File: src/sorted_priority_queue_assert.svh
// Assertion macros shared by the sorted priority queue RTL.
`ifndef SORTED_PRIORITY_QUEUE_ASSERT_SVH
`define SORTED_PRIORITY_QUEUE_ASSERT_SVH

// Same-cycle implication, sampled on clk, disabled while rst_n is low.
`define SPQ_ASSERT_NOW(label, ante, cons) \
  label: assert property (@(posedge clk) disable iff (!rst_n) (ante) |-> (cons)) \
    else $error("sorted priority queue: same-cycle check failed");

// Next-cycle implication, sampled on clk, disabled while rst_n is low.
`define SPQ_ASSERT_NEXT(label, ante, cons) \
  label: assert property (@(posedge clk) disable iff (!rst_n) (ante) |=> (cons)) \
    else $error("sorted priority queue: next-cycle check failed");

`endif

File: src/spq_pkg.sv
// Package with the types, codes and sizes of the sorted priority queue.
package spq_pkg;

  localparam int SPQ_CAPACITY = 16;
  localparam int VALUE_W      = 32;
  localparam int PRIO_W       = 16;
  localparam int FUNC_W       = 2;
  localparam int STATUS_W     = 3;

  localparam logic [FUNC_W-1:0] FUNC_INSERT = 2'd0;
  localparam logic [FUNC_W-1:0] FUNC_POP    = 2'd1;
  localparam logic [FUNC_W-1:0] FUNC_LIST   = 2'd2;

  localparam logic [STATUS_W-1:0] ST_INSERTED  = 3'd0;
  localparam logic [STATUS_W-1:0] ST_POPPED    = 3'd1;
  localparam logic [STATUS_W-1:0] ST_UNDERFLOW = 3'd2;
  localparam logic [STATUS_W-1:0] ST_FULL      = 3'd3;
  localparam logic [STATUS_W-1:0] ST_LISTED    = 3'd4;
  localparam logic [STATUS_W-1:0] ST_EMPTY     = 3'd5;

  typedef enum logic [1:0] {
    OP_HOLD,
    OP_INSERT,
    OP_POP,
    OP_ROTATE
  } cell_op_t;

  typedef struct packed {
    cell_op_t            op;
    logic [VALUE_W-1:0]  value;
    logic [PRIO_W-1:0]   prio;
  } cell_cmd_t;

  typedef struct packed {
    logic                valid;
    logic [VALUE_W-1:0]  value;
    logic [PRIO_W-1:0]   prio;
  } cell_t;

endpackage

File: src/spq_cell.sv
// One cell of the sorted chain: holds a single entry and trades it with its neighbours.
module spq_cell (
  input  logic              clk,
  input  logic              rst_n,
  input  spq_pkg::cell_cmd_t cmd,
  input  spq_pkg::cell_t    prev_q,
  input  logic              prev_gt,
  input  spq_pkg::cell_t    next_q,
  input  spq_pkg::cell_t    head_q,
  output spq_pkg::cell_t    cell_q,
  output logic              gt
);
  import spq_pkg::*;

  logic   valid_r, valid_nxt;
  logic [VALUE_W-1:0] value_r, value_nxt;
  logic [PRIO_W-1:0]  prio_r, prio_nxt;

  // The new entry goes in front of every stored entry with a strictly larger priority.
  assign gt = valid_r && ($signed(prio_r) > $signed(cmd.prio));

  always_comb begin
    valid_nxt = valid_r;
    value_nxt = value_r;
    prio_nxt  = prio_r;
    case (cmd.op)
      OP_INSERT: begin
        if (prev_gt) begin
          valid_nxt = prev_q.valid;
          value_nxt = prev_q.value;
          prio_nxt  = prev_q.prio;
        end else if (prev_q.valid && (gt || !valid_r)) begin
          valid_nxt = 1'b1;
          value_nxt = cmd.value;
          prio_nxt  = cmd.prio;
        end
      end
      OP_POP: begin
        valid_nxt = next_q.valid;
        value_nxt = next_q.value;
        prio_nxt  = next_q.prio;
      end
      OP_ROTATE: begin
        // The tail cell takes the head, so after one pass the order is restored.
        if (next_q.valid) begin
          value_nxt = next_q.value;
          prio_nxt  = next_q.prio;
        end else if (valid_r) begin
          value_nxt = head_q.value;
          prio_nxt  = head_q.prio;
        end
      end
      default: begin
      end
    endcase
  end

  always_ff @(posedge clk) begin
    if (!rst_n) begin
      valid_r <= 1'b0;
    end else begin
      valid_r <= valid_nxt;
    end
  end

  always_ff @(posedge clk) begin
    value_r <= value_nxt;
    prio_r  <= prio_nxt;
  end

  assign cell_q = '{valid: valid_r, value: value_r, prio: prio_r};

endmodule

File: src/sorted_priority_queue.sv
// Sorted priority queue: a row of cells kept in ascending priority order.
//
// Commands are given on start with in_func, in_item_value and in_priority_req;
// a transfer takes place at a rising edge where start is high and busy is low.
// Insert places the entry after every stored entry of equal or smaller
// priority; a full queue rejects it with status full. Pop returns the head
// entry, or status underflow when the queue is empty. List emits every entry
// from head to tail, one per cycle, with out_last on the tail entry; an empty
// queue gives a single result with status empty. Function code 3 is ignored.
// Each result is on the out_ ports for one cycle, marked by out_valid, and the
// receiver cannot hold it off.
// Insert and pop give their result in the cycle after the transfer and a new
// command may follow at once, one per cycle. A list of N entries keeps busy
// high while the chain rotates once; its results are registered after the
// state register has entered list, and appear one per cycle, N in all.
// Reset (rst_n low at a clock edge) empties the queue and cancels a list.
module sorted_priority_queue #(
  parameter int CAPACITY = spq_pkg::SPQ_CAPACITY
) (
  input  logic                                clk,
  input  logic                                rst_n,
  input  logic                                start,
  output logic                                busy,
  input  logic        [spq_pkg::FUNC_W-1:0]   in_func,
  input  logic signed [spq_pkg::VALUE_W-1:0]  in_item_value,
  input  logic signed [spq_pkg::PRIO_W-1:0]   in_priority_req,
  output logic                                out_valid,
  output logic signed [spq_pkg::VALUE_W-1:0]  out_item_value_res,
  output logic signed [spq_pkg::PRIO_W-1:0]   out_priority_res,
  output logic        [spq_pkg::STATUS_W-1:0] out_status,
  output logic                                out_last
);
  import spq_pkg::*;
  `include "sorted_priority_queue_assert.svh"

  localparam int CNT_W = $clog2(CAPACITY + 1);

  typedef enum logic [1:0] {
    S_IDLE = 2'b01,
    S_LIST = 2'b10
  } state_t;

  state_t state_r, state_nxt;
  logic [CNT_W-1:0] entry_count_r, entry_count_nxt;
  logic [CNT_W-1:0] list_idx_r, list_idx_nxt;

  logic                out_valid_r, out_valid_nxt;
  logic [VALUE_W-1:0]  out_value_r, out_value_nxt;
  logic [PRIO_W-1:0]   out_prio_r, out_prio_nxt;
  logic [STATUS_W-1:0] out_status_r, out_status_nxt;
  logic                out_last_r, out_last_nxt;

  cell_cmd_t cmd;
  cell_t     cell_q [CAPACITY];
  logic      cell_gt [CAPACITY];

  logic accept, full, empty, list_end;

  assign busy     = (state_r == S_LIST);
  assign accept   = start && !busy;
  assign full     = cell_q[CAPACITY-1].valid;
  assign empty    = !cell_q[0].valid;
  assign list_end = (list_idx_r == entry_count_r - CNT_W'(1));

  for (genvar i = 0; i < CAPACITY; i++) begin : g_cell
    cell_t prev_q, next_q;
    logic  prev_gt;
    if (i == 0) begin : g_first
      assign prev_q  = '{valid: 1'b1, value: '0, prio: '0};
      assign prev_gt = 1'b0;
    end else begin : g_inner
      assign prev_q  = cell_q[i-1];
      assign prev_gt = cell_gt[i-1];
    end
    if (i == CAPACITY - 1) begin : g_last
      assign next_q = '{valid: 1'b0, value: '0, prio: '0};
    end else begin : g_body
      assign next_q = cell_q[i+1];
    end
    spq_cell u_cell (
      .clk     (clk),
      .rst_n   (rst_n),
      .cmd     (cmd),
      .prev_q  (prev_q),
      .prev_gt (prev_gt),
      .next_q  (next_q),
      .head_q  (cell_q[0]),
      .cell_q  (cell_q[i]),
      .gt      (cell_gt[i])
    );
  end

  always_comb begin
    cmd.op    = OP_HOLD;
    cmd.value = in_item_value;
    cmd.prio  = in_priority_req;

    state_nxt       = state_r;
    entry_count_nxt = entry_count_r;
    list_idx_nxt    = list_idx_r;

    out_valid_nxt  = 1'b0;
    out_value_nxt  = '0;
    out_prio_nxt   = '0;
    out_status_nxt = ST_INSERTED;
    out_last_nxt   = 1'b1;

    case (state_r)
      S_IDLE: begin
        if (accept) begin
          case (in_func)
            FUNC_INSERT: begin
              out_valid_nxt = 1'b1;
              if (full) begin
                out_status_nxt = ST_FULL;
              end else begin
                cmd.op          = OP_INSERT;
                entry_count_nxt = entry_count_r + CNT_W'(1);
                out_status_nxt  = ST_INSERTED;
              end
            end
            FUNC_POP: begin
              out_valid_nxt = 1'b1;
              if (empty) begin
                out_status_nxt = ST_UNDERFLOW;
              end else begin
                cmd.op          = OP_POP;
                entry_count_nxt = entry_count_r - CNT_W'(1);
                out_value_nxt   = cell_q[0].value;
                out_prio_nxt    = cell_q[0].prio;
                out_status_nxt  = ST_POPPED;
              end
            end
            FUNC_LIST: begin
              if (empty) begin
                out_valid_nxt  = 1'b1;
                out_status_nxt = ST_EMPTY;
              end else begin
                state_nxt    = S_LIST;
                list_idx_nxt = '0;
              end
            end
            default: begin
            end
          endcase
        end
      end
      S_LIST: begin
        // The head is emitted and the chain rotates by one entry each cycle.
        cmd.op         = OP_ROTATE;
        out_valid_nxt  = 1'b1;
        out_value_nxt  = cell_q[0].value;
        out_prio_nxt   = cell_q[0].prio;
        out_status_nxt = ST_LISTED;
        out_last_nxt   = list_end;
        list_idx_nxt   = list_idx_r + CNT_W'(1);
        if (list_end) begin
          state_nxt = S_IDLE;
        end
      end
      default: begin
        state_nxt = S_IDLE;
      end
    endcase
  end

  always_ff @(posedge clk) begin
    if (!rst_n) begin
      state_r       <= S_IDLE;
      entry_count_r <= '0;
      list_idx_r    <= '0;
      out_valid_r   <= 1'b0;
    end else begin
      state_r       <= state_nxt;
      entry_count_r <= entry_count_nxt;
      list_idx_r    <= list_idx_nxt;
      out_valid_r   <= out_valid_nxt;
    end
  end

  always_ff @(posedge clk) begin
    out_value_r  <= out_value_nxt;
    out_prio_r   <= out_prio_nxt;
    out_status_r <= out_status_nxt;
    out_last_r   <= out_last_nxt;
  end

  assign out_valid          = out_valid_r;
  assign out_item_value_res = out_value_r;
  assign out_priority_res   = out_prio_r;
  assign out_status         = out_status_r;
  assign out_last           = out_last_r;

  // Count and occupancy must agree; inserts report; lists end with busy low.
  `SPQ_ASSERT_NOW(a_count_empty, 1'b1, (entry_count_r == '0) == empty)
  `SPQ_ASSERT_NOW(a_count_full, 1'b1, (entry_count_r == CNT_W'(CAPACITY)) == full)
  `SPQ_ASSERT_NEXT(a_insert_done, accept && in_func == FUNC_INSERT && !full,
                   out_valid && out_status == ST_INSERTED && out_last)
  `SPQ_ASSERT_NOW(a_list_ends, out_valid && out_status == ST_LISTED && out_last, !busy)

endmodule

File: config.mk
export PLATFORM = sky130hd
export DESIGN_NAME = sorted_priority_queue
export DESIGN_NICKNAME = d
export VERILOG_FILES = /design/src/spq_pkg.sv /design/src/spq_cell.sv /design/src/sorted_priority_queue.sv
export VERILOG_INCLUDE_DIRS = /design/src /design/src/src
export SDC_FILE = /design/constraint.sdc
export NUM_CORES = 2
export LEC_CHECK = 0
export BUFFER_PORTS_ARGS = -buffer_cell sky130_fd_sc_hd__buf_2
export CORE_AREA = 2 2 415 417
export CTS_CLUSTER_SIZE = 14
export DETAILED_ROUTE_END_ITERATION = 12
export DIE_AREA = 0 0 417 419
export GPL_TIMING_DRIVEN = 0
export PLACE_DENSITY = 0.5
export SYNTH_ARGS = -nofsm -noshare
export SYNTH_HDL_FRONTEND = slang
export SYNTH_HIERARCHICAL = 1
export SYNTH_SLANG_ARGS = --single-unit
File: constraint.sdc
create_clock -name clk -period 12.8 [get_ports clk]
set_clock_uncertainty 0.15 [all_clocks]
set_input_delay 1.92 -clock clk [delete_from_list [all_inputs] [get_ports clk]]
set_output_delay 1.92 -clock clk [all_outputs]
set_load 0.05 [all_outputs]
==> results.toml <==
[status]
outcome = "finished clean"

[layout]
area_growth_syn_to_layout_pct = 13.2
filler_cells = 17200
finalNetCount = 6451
final_area_sq_um = 65300
share_of_final_layout_standard_cells_stronger_than_drive_strength_1 = 0.0764

[setup_path]
critical_r2r_launch = "g_cell[8].u_cell/prio_r[15]"
worstPathBufferInverterCount = 5
crit_cells = 14
rr_worst_depth = 12
setup.worst_path.start = "in_priority_req[15]"
max_stage_delay_ns = 0.61
timing.critical_path.to_type = "flop"
start_kind = "input port"
timing_worst_setup_path_type = "in2reg"
cpLargestDelayFamily = "buffers and inverters"
setup.reg_to_reg.worst_slack_ns = 8.10
critPathCapture = "g_cell[9].u_cell/value_r[2]"
crit_chain = "buf_2 -> inv_1 -> ha_1 -> nand4_2 -> or4_4 -> a21oi_1 -> a21oi_1 -> a21oi_1 -> clkbuf_1 -> clkbuf_1 -> o21ai_0 -> mux2_2 -> o221ai_4 -> buf_12"
required_ns = 13.08
cp_common_cell = "sky130_fd_sc_hd__a21oi_1"
timing.critical_path.fanout_max = 29
cp_data_arrival_time_ns = 6.27
r2r_end = "g_cell[9].u_cell/value_r[2]"
cpMaxStageDelayCell = "sky130_fd_sc_hd__or4_4"

[die]
io-pin-count = 107
row_count = 152
initial_utilization = 0.338
floorplan.core_area_sq_um = 171000
die_w_um = 417
die_height_um = 419
design.die.area_sq_um = 175000

[pwr]
seq_power_share = 0.458
net-switching-power_w = 0.00177
vdd.ir_drop.worst_mv = 0.115
netSwitchingFraction = 0.258
power-per-cell-area_nw_per_um2 = 105
p_int_w = 0.00508
clock_power_share = 0.436
power_leakage_nw = 27.4
comb_power_share = 0.106

[detailed_routing]
route.detailed.drc = 0
via_per_inst = 5.33
m1WireLength_um = 90900
routed_wl_um = 195000
antenna_left = 0
drtPass1Iterations = 6
route.vias.total = 45100
route.top_layer_used = "met4"
number_of_drc_violations_after_detailed_routing_iteration_0 = 3778
route.met2.wl_um = 88100
post_drt_wl_per_cell_um = 23.0
met3_wirelength_um = 9640

[logic_synthesis]
syn_inst_count = 5806
synth.cell_area_sq_um = 57700
yosys_warnings = 6
post_synth.cell_area_avg_sq_um = 9.93

[clock_tree]
worst_skew_pair.late_latency_ns = 0.75
cts-buffers-inserted = 104
postCtsSetupBuffers = 0
tritoncts_sinks = 849
clk_root_buffer_cell = "sky130_fd_sc_hd__clkbuf_16"
holdBufCountCts = 0
worst_setup_hold_path_clk_slew_ns = 0.06
clock_tree.buffer_depth = 3
post_cts_resize_count = 0
htree_num_levels = 3
cts_tree = "done"

[timing]
min_period_ns = 5.99
final_setup_tns_ns = 0
tightestPinTransition_ns = 1.46
finalSetupViolations = 0
finalHoldViolCount = 0
final_max_tran_viols = 0
setup_repair_after_global_routing_missed_its_margin = "no"
max_clock_freq_mhz = 167
finalCritPeriodShare = 0.468
timing.slew.headroom = 0.0274

[grt]
globalRoute.totalOverflow = 0
grt_first_pass_wirelength_um = 287000
grt_use_total = 0.217
grt_antenna_before_repair = 0
number_of_global_route_vias_before_repair = 44100
largest_net_degree_at_the_start_of_global_routing = 42

[placement]
number_of_buffers_added_on_ports = 106
finalWeightedCongestion = 0.891
dpl.hpwl_um = 163000
postPlaceCellArea_sq_um = 61800

[hold_path]
hold_class = "reg2reg"
hp-start = "state_r[0]"

[job]
timing.max_cap.violations = 0
stage by stage:
step	instances	util	power, W	hold slack, ns	worst slack (ns)
floorplan	5906	-	0.00368	0.285	3.50
global placement	8245	0.360	0.00389	0.295	0.614
detailed placement	8264	0.362	0.00391	0.302	6.14
CTS	8461	0.383	0.00692	0.310	6.91
global route	8461	0.383	0.00711	0.346	6.64
finish	8462	0.383	0.00685	0.309	6.81
placed cells by master, fill, tap and decap left out, types with 37 or more instances in the layout:
| cell type | n |
|---|---|
| sky130_fd_sc_hd__nand4_1 | 46 |
| sky130_fd_sc_hd__ha_1 | 261 |
| sky130_fd_sc_hd__a211oi_1 | 769 |
| sky130_fd_sc_hd__nand2_1 | 147 |
| sky130_fd_sc_hd__nor2_1 | 325 |
| sky130_fd_sc_hd__and2_1 | 50 |
| sky130_fd_sc_hd__buf_4 | 47 |
| sky130_fd_sc_hd__nor2b_1 | 534 |
| sky130_fd_sc_hd__inv_1 | 309 |
| sky130_fd_sc_hd__clkbuf_16 | 104 |
| sky130_fd_sc_hd__o21ai_0 | 55 |
| sky130_fd_sc_hd__buf_2 | 187 |
| sky130_fd_sc_hd__mux2i_1 | 785 |
| sky130_fd_sc_hd__a21oi_1 | 921 |
| sky130_fd_sc_hd__edfxtp_1 | 768 |
| sky130_fd_sc_hd__conb_1 | 102 |
| sky130_fd_sc_hd__dfxtp_1 | 81 |
| sky130_fd_sc_hd__clkbuf_1 | 355 |
| sky130_fd_sc_hd__nor3_1 | 37 |
layer usage:
metal | track usage | vias up
li1 | - | 22300
met4 | 0.0659 | 0
met1 | 0.301 | 21200
met3 | 0.0204 | 287
met5 | 0 | -
met2 | 0.357 | 1289
layout make-up:
type	count	area [sq um]	area share
multi-input combinational	4276	30200	0.463
sequential	849	24700	0.378
clock buffer	147	2880	0.0442
tap	2233	2790	0.0428
buffer	472	2050	0.0315
inverter	309	1160	0.0178
timing repair buffer	125	918	0.0141
clock inverter	50	577	0.00883
antenna	1	2.50	0.0000383
how the worst min path moves through the flow:
| stage | endpoint | cells after the start |
|---|---|---|
| 2_1_floorplan | state_r[0] | 2 |
| 3_3_place_gp | state_r[0] | 2 |
| 3_5_place_dp | state_r[0] | 2 |
| 4_1_cts | state_r[0] | 2 |
| 5_1_grt | state_r[0] | 2 |
| 6_report | state_r[0] | 2 |
power by group through the flow:
stage | clock [W] | sequential [W] | combinational [W]
after floorplan | 0 | 0.00316 | 0.000521
after global placement | 0 | 0.00320 | 0.000697
after detailed placement | 0 | 0.00320 | 0.000717
after CTS | 0.00306 | 0.00314 | 0.000719
after global routing | 0.00315 | 0.00314 | 0.000809
final | 0.00299 | 0.00314 | 0.000726
tightest hold or removal path, cell delays in order (launching register included):
cell                      delay, ns
sky130_fd_sc_hd__dfxtp_1       0.32
sky130_fd_sc_hd__nand2_1       0.06
sky130_fd_sc_hd__nand2_1       0.04
registers in the layout, summed over array words and instances, names as in the netlist:
register,count
g_cell.u_cell/value_r,512
g_cell.u_cell/prio_r,256
out_item_value_res,32
g_cell.u_cell/valid_r,16
out_priority_res,16
entry_count_r,5
list_idx_r,5
out_status,3
state_r,2
out_last,1
out_valid,1
Power figures use the tool's default switching activity.
